==> config.mk <==
export PLATFORM = sky130hd
export DESIGN_NAME = command_frame_parser
export DESIGN_NICKNAME = d
export VERILOG_FILES = /design/src/rtl/cfp_pkg.sv /design/src/rtl/cfp_front.sv /design/src/rtl/cfp_queue.sv /design/src/rtl/cfp_back.sv /design/src/rtl/command_frame_parser.sv
export SDC_FILE = /design/constraint.sdc
export NUM_CORES = 1
export LEC_CHECK = 0
export BUFFER_PORTS_ARGS = -buffer_cell sky130_fd_sc_hd__buf_4
export CORE_MARGIN = 2
export CORE_UTILIZATION = 40
export CTS_CLUSTER_SIZE = 12
export DETAILED_ROUTE_END_ITERATION = 8
export REMOVE_ABC_BUFFERS = 1
export SYNTH_ARGS = -nofsm -noshare
export SYNTH_HDL_FRONTEND = slang
export SYNTH_SLANG_ARGS = --single-unit
export TNS_END_PERCENT = 30
==> constraint.sdc <==
create_clock -name clk -period 6.79 [get_ports clk]
set_clock_uncertainty 0.15 [all_clocks]
set_input_delay 1.358 -clock clk [delete_from_list [all_inputs] [get_ports clk]]
set_output_delay 1.358 -clock clk [all_outputs]
set_load 0.01 [all_outputs]
==> src/rtl/cfp_pkg.sv <==
package cfp_pkg;

  // Payload bytes that are kept per frame
  localparam int unsigned STORE_BYTES = 20;
  localparam int unsigned IDX_W       = $clog2(STORE_BYTES);

  // Word queue between front and back
  localparam int unsigned QDEPTH = 4;
  localparam int unsigned QAW    = $clog2(QDEPTH);

  // Config register indexes
  localparam logic REG_MIN_LEN = 1'b0;
  localparam logic REG_MAX_LEN = 1'b1;

  // Reset values of the length bounds
  localparam logic [7:0] MIN_LEN_RST = 8'd4;
  localparam logic [7:0] MAX_LEN_RST = 8'd30;

  // Sync word "CMD"
  localparam logic [7:0] SYNC_C = 8'h43;
  localparam logic [7:0] SYNC_M = 8'h4D;
  localparam logic [7:0] SYNC_D = 8'h44;

  // Command type words, first byte in the low lane
  localparam logic [31:0] TYPE_TAKE = {8'h45, 8'h4B, 8'h41, 8'h54};
  localparam logic [31:0] TYPE_LAND = {8'h44, 8'h4E, 8'h41, 8'h4C};
  localparam logic [31:0] TYPE_PCMD = {8'h44, 8'h4D, 8'h43, 8'h50};
  localparam logic [31:0] TYPE_ROTZ = {8'h5A, 8'h54, 8'h4F, 8'h52};

  // Command kinds
  typedef enum logic [2:0] {
    KIND_TAKE    = 3'd0,
    KIND_LAND    = 3'd1,
    KIND_MOVE    = 3'd2,
    KIND_ROTATE  = 3'd3,
    KIND_UNKNOWN = 3'd4
  } kind_t;

  // Token from the front to the back
  typedef struct packed {
    logic             clr;   // frame start: clear the store
    logic             wr;    // write data into the store
    logic [IDX_W-1:0] idx;   // store slot
    logic [7:0]       data;
    logic             last;  // frame ends with this token
  } token_t;

endpackage

==> src/rtl/cfp_front.sv <==
module cfp_front (
  input  logic            clk,
  input  logic            rst_n,
  input  logic [7:0]      min_len,
  input  logic [7:0]      max_len,
  input  logic            in_valid,
  output logic            in_ready,
  input  logic [7:0]      in_rx_byte,
  input  logic            q_full,
  output logic            tok_push,
  output cfp_pkg::token_t tok
);

  typedef enum logic [1:0] {
    ST_HUNT = 2'd0,
    ST_LEN  = 2'd1,
    ST_DATA = 2'd2
  } state_t;

  localparam logic [7:0] SYNC_C_L = cfp_pkg::SYNC_C;

  state_t     state_r, state_nxt;
  logic [1:0] sync_pos_r, sync_pos_nxt;
  logic [7:0] frame_len_r, frame_len_nxt;
  logic [7:0] byte_cnt_r, byte_cnt_nxt;
  logic [7:0] cnt_inc;
  logic [7:0] sync_exp;
  logic       take;

  assign in_ready = !q_full;
  assign take     = in_valid && in_ready;
  assign cnt_inc  = byte_cnt_r + 8'd1;

  // Expected sync byte at the current position
  always_comb begin
    unique case (sync_pos_r)
      2'd0:    sync_exp = SYNC_C_L;
      2'd1:    sync_exp = cfp_pkg::SYNC_M;
      2'd2:    sync_exp = cfp_pkg::SYNC_D;
      default: sync_exp = SYNC_C_L;
    endcase
  end

  // Byte classification
  always_comb begin
    state_nxt     = state_r;
    sync_pos_nxt  = sync_pos_r;
    frame_len_nxt = frame_len_r;
    byte_cnt_nxt  = byte_cnt_r;
    tok_push      = 1'b0;
    tok           = '0;
    tok.data      = in_rx_byte;
    tok.idx       = byte_cnt_r[cfp_pkg::IDX_W-1:0];
    if (take) begin
      unique case (state_r)
        ST_LEN: begin
          if (in_rx_byte >= min_len && in_rx_byte <= max_len) begin
            frame_len_nxt = in_rx_byte;
            byte_cnt_nxt  = 8'd0;
            tok_push      = 1'b1;
            tok.clr       = 1'b1;
            if (in_rx_byte == 8'd0) begin
              tok.last  = 1'b1;
              state_nxt = ST_HUNT;
            end else begin
              state_nxt = ST_DATA;
            end
          end else begin
            state_nxt = ST_HUNT;
          end
          sync_pos_nxt = 2'd0;
        end
        ST_DATA: begin
          tok_push     = 1'b1;
          tok.wr       = (byte_cnt_r < 8'(cfp_pkg::STORE_BYTES));
          byte_cnt_nxt = cnt_inc;
          if (cnt_inc == frame_len_r) begin
            tok.last     = 1'b1;
            state_nxt    = ST_HUNT;
            sync_pos_nxt = 2'd0;
          end
        end
        default: begin
          // hunting for the sync word
          state_nxt = ST_HUNT;
          if (sync_pos_r != 2'd3 && in_rx_byte == sync_exp) begin
            if (sync_pos_r == 2'd2) begin
              sync_pos_nxt = 2'd0;
              state_nxt    = ST_LEN;
            end else begin
              sync_pos_nxt = sync_pos_r + 2'd1;
            end
          end else if (in_rx_byte == cfp_pkg::SYNC_C) begin
            sync_pos_nxt = 2'd1;
          end else begin
            sync_pos_nxt = 2'd0;
          end
        end
      endcase
    end
  end

  always_ff @(posedge clk) begin
    if (!rst_n) begin
      state_r     <= ST_HUNT;
      sync_pos_r  <= 2'd0;
      frame_len_r <= 8'd0;
      byte_cnt_r  <= 8'd0;
    end else begin
      state_r     <= state_nxt;
      sync_pos_r  <= sync_pos_nxt;
      frame_len_r <= frame_len_nxt;
      byte_cnt_r  <= byte_cnt_nxt;
    end
  end

endmodule

==> src/rtl/cfp_queue.sv <==
module cfp_queue (
  input  logic            clk,
  input  logic            rst_n,
  input  logic            push,
  input  cfp_pkg::token_t push_tok,
  input  logic            pop,
  output logic            full,
  output logic            nonempty,
  output cfp_pkg::token_t head_tok
);

  cfp_pkg::token_t             mem_r [cfp_pkg::QDEPTH];
  logic [cfp_pkg::QAW-1:0]     wr_ptr_r, rd_ptr_r;
  logic [cfp_pkg::QAW:0]       count_r;
  logic                        do_push, do_pop;

  assign full     = (count_r == (cfp_pkg::QAW+1)'(cfp_pkg::QDEPTH));
  assign nonempty = (count_r != '0);
  assign head_tok = mem_r[rd_ptr_r];
  assign do_push  = push && !full;
  assign do_pop   = pop && nonempty;

  // storage
  always_ff @(posedge clk) begin
    if (do_push) begin
      mem_r[wr_ptr_r] <= push_tok;
    end
  end

  // pointers and fill count
  always_ff @(posedge clk) begin
    if (!rst_n) begin
      wr_ptr_r <= '0;
      rd_ptr_r <= '0;
      count_r  <= '0;
    end else begin
      if (do_push) wr_ptr_r <= wr_ptr_r + 1'b1;
      if (do_pop)  rd_ptr_r <= rd_ptr_r + 1'b1;
      unique case ({do_push, do_pop})
        2'b10:   count_r <= count_r + 1'b1;
        2'b01:   count_r <= count_r - 1'b1;
        default: count_r <= count_r;
      endcase
    end
  end

endmodule

==> src/rtl/cfp_back.sv <==
module cfp_back (
  input  logic            clk,
  input  logic            rst_n,
  input  logic            tok_valid,
  input  cfp_pkg::token_t tok,
  output logic            tok_pop,
  output logic            out_valid,
  input  logic            out_ready,
  output logic [2:0]      out_kind,
  output logic [31:0]     out_value_a,
  output logic [31:0]     out_value_b,
  output logic [31:0]     out_value_c,
  output logic [31:0]     out_value_d,
  output logic            out_moving
);

  logic [7:0]     store_r   [cfp_pkg::STORE_BYTES];
  logic [7:0]     store_nxt [cfp_pkg::STORE_BYTES];
  logic           out_valid_r;
  logic [2:0]     kind_r;
  logic [31:0]    val_r [4];
  logic           moving_r;
  logic [31:0]    type_w;
  logic [31:0]    val_w [4];
  cfp_pkg::kind_t kind_w;
  logic           nz_w;
  logic           emit;

  assign tok_pop = tok_valid && (!tok.last || !out_valid_r || out_ready);
  assign emit    = tok_pop && tok.last;

  // store update for this token
  always_comb begin
    for (int i = 0; i < cfp_pkg::STORE_BYTES; i++) begin
      if (tok_pop && tok.clr) begin
        store_nxt[i] = 8'd0;
      end else if (tok_pop && tok.wr && tok.idx == cfp_pkg::IDX_W'(i)) begin
        store_nxt[i] = tok.data;
      end else begin
        store_nxt[i] = store_r[i];
      end
    end
  end

  // classify and gather words from the updated store
  always_comb begin
    type_w = {store_nxt[3], store_nxt[2], store_nxt[1], store_nxt[0]};
    for (int w = 0; w < 4; w++) begin
      val_w[w] = {store_nxt[4*w+7], store_nxt[4*w+6], store_nxt[4*w+5], store_nxt[4*w+4]};
    end
    priority if (type_w == cfp_pkg::TYPE_TAKE) kind_w = cfp_pkg::KIND_TAKE;
    else if (type_w == cfp_pkg::TYPE_LAND)     kind_w = cfp_pkg::KIND_LAND;
    else if (type_w == cfp_pkg::TYPE_PCMD)     kind_w = cfp_pkg::KIND_MOVE;
    else if (type_w == cfp_pkg::TYPE_ROTZ)     kind_w = cfp_pkg::KIND_ROTATE;
    else                                       kind_w = cfp_pkg::KIND_UNKNOWN;
    // any word other than +0 / -0
    nz_w = (|val_w[0][30:0]) || (|val_w[1][30:0]) || (|val_w[2][30:0]) || (|val_w[3][30:0]);
  end

  // payload store
  always_ff @(posedge clk) begin
    if (!rst_n) begin
      for (int i = 0; i < cfp_pkg::STORE_BYTES; i++) store_r[i] <= 8'd0;
    end else begin
      for (int i = 0; i < cfp_pkg::STORE_BYTES; i++) store_r[i] <= store_nxt[i];
    end
  end

  // output register
  always_ff @(posedge clk) begin
    if (!rst_n) begin
      out_valid_r <= 1'b0;
    end else if (emit) begin
      out_valid_r <= 1'b1;
    end else if (out_ready) begin
      out_valid_r <= 1'b0;
    end
  end

  always_ff @(posedge clk) begin
    if (emit) begin
      kind_r   <= kind_w;
      val_r    <= val_w;
      moving_r <= (kind_w == cfp_pkg::KIND_MOVE) && nz_w;
    end
  end

  assign out_valid   = out_valid_r;
  assign out_kind    = kind_r;
  assign out_value_a = val_r[0];
  assign out_value_b = val_r[1];
  assign out_value_c = val_r[2];
  assign out_value_d = val_r[3];
  assign out_moving  = moving_r;

endmodule

==> src/rtl/command_frame_parser.sv <==
// Command frame parser: one received byte per cycle, no gaps, while the token queue has room.
// A frame's result shows on out_valid once its final byte (or its length byte, for an
// empty frame) has passed through the token queue and the back end's output register.
// Throughput: one byte per cycle; the four-word front/back queue stalls in_ready
// only when it fills behind a result that waits on out_ready.
// Reset (synchronous, rst_n low): hunt restarts, queue, output, store clear, bounds 4/30.
module command_frame_parser (
  input  logic        clk,
  input  logic        rst_n,
  input  logic        in_valid,
  output logic        in_ready,
  input  logic [7:0]  in_rx_byte,
  output logic        out_valid,
  input  logic        out_ready,
  output logic [2:0]  out_kind,
  output logic [31:0] out_value_a,
  output logic [31:0] out_value_b,
  output logic [31:0] out_value_c,
  output logic [31:0] out_value_d,
  output logic        out_moving,
  input  logic        psel,
  input  logic        penable,
  input  logic        pwrite,
  input  logic [2:0]  paddr,
  input  logic [31:0] pwdata,
  output logic [31:0] prdata,
  output logic        pready
);

  logic [7:0]      min_len_r, max_len_r;
  logic            cfg_wr;
  logic            tok_push, tok_pop, q_full, q_nonempty;
  cfp_pkg::token_t push_tok, head_tok;

  // config registers
  assign pready = 1'b1;
  assign cfg_wr = psel && penable && pwrite && pready;

  always_ff @(posedge clk) begin
    if (!rst_n) begin
      min_len_r <= cfp_pkg::MIN_LEN_RST;
      max_len_r <= cfp_pkg::MAX_LEN_RST;
    end else if (cfg_wr) begin
      unique case (paddr[2])
        cfp_pkg::REG_MIN_LEN: min_len_r <= pwdata[7:0];
        cfp_pkg::REG_MAX_LEN: max_len_r <= pwdata[7:0];
        default:              min_len_r <= min_len_r;
      endcase
    end
  end

  always_comb begin
    unique case (paddr[2])
      cfp_pkg::REG_MIN_LEN: prdata = {24'd0, min_len_r};
      cfp_pkg::REG_MAX_LEN: prdata = {24'd0, max_len_r};
      default:              prdata = 32'd0;
    endcase
  end

  cfp_front u_front (
    .clk        (clk),
    .rst_n      (rst_n),
    .min_len    (min_len_r),
    .max_len    (max_len_r),
    .in_valid   (in_valid),
    .in_ready   (in_ready),
    .in_rx_byte (in_rx_byte),
    .q_full     (q_full),
    .tok_push   (tok_push),
    .tok        (push_tok)
  );

  cfp_queue u_queue (
    .clk      (clk),
    .rst_n    (rst_n),
    .push     (tok_push),
    .push_tok (push_tok),
    .pop      (tok_pop),
    .full     (q_full),
    .nonempty (q_nonempty),
    .head_tok (head_tok)
  );

  cfp_back u_back (
    .clk         (clk),
    .rst_n       (rst_n),
    .tok_valid   (q_nonempty),
    .tok         (head_tok),
    .tok_pop     (tok_pop),
    .out_valid   (out_valid),
    .out_ready   (out_ready),
    .out_kind    (out_kind),
    .out_value_a (out_value_a),
    .out_value_b (out_value_b),
    .out_value_c (out_value_c),
    .out_value_d (out_value_d),
    .out_moving  (out_moving)
  );

endmodule

==> metrics.md <==
| Metric | Value |
|---|---|
| Internal | `5.07 mW` |
| Hold_ws | `305 ps` |
| Final setup vio count | `0` |
| Initial antenna violation count | `1` |
| Full die area | `45200 µm²` |
| Area Overhead vs Synth | `17.2%` |
| # DRC | `0` |
| Most frequent cell after synthesis | `dfxtp_1` |
| RSZ-0062 raised after global routing | `false` |
| Net Sw Frac | `30.2%` |
| Crit end category | `flop` |
| NetSw | `2.19 mW` |
| Starting Density | `40.5%` |
| Tmin final | `5240 ps` |
| Post-route cell area | `20400 µm²` |
| Comb pwr share | `23.5%` |
| Share of the synthesized area in the top cell type | `33.8%` |
| Overflow after GRT | `0` |
| CTS tree | `built` |
| H-tree levels | `2` |
| Crit path max fanout | `17` |
| Inserted Diodes | `0` |
| Post-CTS Resized | `0` |
| Slowest cell on the critical path | `dfxtp_1` |
| Library cells used by synthesis | `80` |
| Root buffer cell | `clkbuf_16` |
| Highest clock rate | `191 MHz` |
| Final Hold Viols | `0` |
| Post-CTS Setup Inserts | `0` |
| Final Cycle Share | `77.1%` |
| Gr usage total | `19.9%` |
| Reg clk slew, reported paths | `60 ps` |
| Synthesized area per cell | `10.8 µm²` |
| Largest cells by area after synthesis | `edfxtp_1 (34%), dfxtp_1 (24%), mux2i_1 (6.8%)` |
| Worst hold path type | `flop to flop` |
| Seq cells post-synth | `402` |
| DP Wirelength | `29.7 mm` |
| Post-DP Area | `19000 µm²` |
| Vias/cell | `5.36` |
| Cells after DPL | `2274` |
| Post-DRT Antenna Nets | `0` |
| FF-to-FF End | `u_back.out_moving` |
| Final Routed Wirelength | `44.9 mm` |
| Die Span Y | `213 µm` |
| DIE WIDTH | `213 µm` |
| Status | `finished clean` |
| GPL Wtd Cong | `0.851` |
| CP Buf/Inv Count | `0` |
| Synth Warn # | `0` |
| Initial DRT Pass Iterations | `5` |
| I/O Buffers | `165` |
| Final net count | `1816` |
| Rel. slew slack | `25.0%` |
| Power share of the sequential group | `44.8%` |
| Fin util | `47.5%` |
| Hold path start | `min_len_r[3]` |
| Endpoint, Worst Hold | `min_len_r[3]` |
| Top delay family on crit path | `simple AND/OR/NAND/NOR gates` |
| Multi-input combinational cell area | `6710 µm²` |
| Synth top cells by count | `dfxtp_1 (206), edfxtp_1 (196), nor2_1 (193), nand2_1 (121), nor3_1 (119)` |
| Post-synthesis cell count | `1615` |
| Clk_lat worst skew | `570 ps` |
| Async SR Flop Fraction | `0%` |
| WP data arrival | `5390 ps` |
| Flop2flop setup slack | `1550 ps` |
| Worst-margin pin slew | `1120 ps` |
| Synthesized area | `17400 µm²` |
| TritonCTS buffer count | `44` |
| Post-synthesis sequential area ratio | `57.5%` |
| Hold-fix buffers, CTS | `0` |
| Clock Power Share | `31.7%` |
| Vias in the first global route | `12100` |
| Largest net degree at the start of global routing | `104` |
| WL per Instance | `19.1 µm` |
| Vias | `12600` |
| Number of flops mapped to enable cells by yosys | `196` |
| Setup crit start kind | `flop` |
| Crit path kind | `flop to flop` |
| Layout Cells excl Fill | `2356` |
| Post-synth top area cell | `edfxtp_1` |
| Share of cells above drive strength 1 | `16.8%` |
| Synth Flop Type | `dfxtp_1` |
| Slowest stage delay, CP | `900 ps` |
| CP required | `6940 ps` |
| Reg2Reg Depth | `9` |
| Core Footprint | `43000 µm²` |
| CP dominant cell by count | `mux2i_1` |
| Pwr/cell area | `356 nW/µm²` |
| Leakage Power | `8.14 nW` |
| Max-slew violations | `0` |
| Setup slack after placement | `1400 ps` |
| Peak supply drop | `0.213 mV` |
| Worst Hold Depth | `2` |
| Sequential cell area | `10000 µm²` |
| Fill cells | `3974` |
| First-pass GRT wire length | `69.1 mm` |
| Final Worst Setup Slack | `1550 ps` |
| TritonCTS Sinks | `402` |
| Max-cap viol count | `0` |
| CTS max path bufs | `3` |
| Initial DRC Count | `827` |
| Cell Rows | `76` |
| I/O pins | `217` |
| Crit-path cells | `mux2i_1 > a2bb2oi_1 > nand4_1 > nor2_1 > mux2i_1 > a41oi_1 > or4_1 > nor4_1 > a311oi_1` |
==> final cells by class <==
class                      count  area share [%]
clock buffer                  65            6.13
tap                          585            3.59
sequential                   402            49.1
timing repair buffer         188            6.92
multi-input combinational   1062            32.9
clock inverter                17           0.687
inverter                      37           0.693
==> cell families (layout without fill, tap and decap cells) <==
logic type	count (synthesis)	in the layout	synth area share, %
mux	138	138	9.05
xor+xnor	15	15	0.755
compound gates	222	222	7.98
buf+inv	174	307	4.57
fa+ha+maj	31	31	2.27
other cells	2	25	0.0431
flops	402	402	57.5
simple gates	631	631	17.8
==> metrics by stage <==
step	setup TNS [ps]	total power, mW
after floorplan	-3340	4.13
after global placement	0	5.02
after detailed placement	0	5.04
after CTS	0	7.34
after global routing	0	7.58
final	0	7.26
==> placed cells by master (no fill, tap or decap), types with 36 or more instances in the layout <==
| cell type | instances |
|---|---|
| nand2_1 | 121 |
| inv_1 | 36 |
| nand3_1 | 44 |
| a21oi_1 | 88 |
| buf_4 | 188 |
| clkbuf_16 | 45 |
| dfxtp_1 | 206 |
| nor2_1 | 193 |
| nor3_1 | 119 |
| edfxtp_1 | 196 |
| mux2i_1 | 118 |
| o21ai_0 | 48 |
==> state kept, by name, indices dropped and copies added, names as in the netlist, 3 cells and up, named ones only <==
| name | count |
|---|---|
| u_back.out_value_d | 32 |
| u_back.store_r | 160 |
| u_back.out_value_c | 32 |
| min_len_r | 8 |
| u_queue.mem_r | 64 |
| u_back.out_kind | 3 |
| u_back.out_value_a | 32 |
| max_len_r | 8 |
| u_front.byte_cnt_r | 8 |
| u_back.out_value_b | 32 |
| u_queue.count_r | 3 |
| u_front.frame_len_r | 8 |
==> power groups by stage <==
stage / logic (mW) / registers, mW / clock network, mW
finish: 1.70 / 3.25 / 2.30
floorplan: 0.586 / 3.54 / 0
detailed placement: 1.72 / 3.32 / 0
CTS: 1.73 / 3.27 / 2.35
global route: 1.83 / 3.30 / 2.45
global placement: 1.71 / 3.31 / 0
==> worst max path at each step <==
stage,startpoint,slack [ps],cells after the start,end
after floorplan,out_ready,-1100,8,u_back.out_moving
after global placement,out_ready,1470,10,u_back.out_moving
after detailed placement,out_ready,1400,10,u_back.out_moving
after CTS,flop,1600,9,u_back.out_moving
after global routing,flop,1210,9,u_back.out_kind[2]
final,flop,1550,9,u_back.out_moving
==> worst min-delay path, stage by stage, from the launching register on <==
cell	delay, ps
dfxtp_1	310
nand2_1	50
a21oi_1	50
==> per-layer routing <==
metal	wire (µm)	GRT usage (%)
met5	16	0
met4	1570	8.37
met3	2520	3.00
met2	20900	31.7
met1	19900	27.0
No activity file was read; power rests on OpenSTA's default activity.
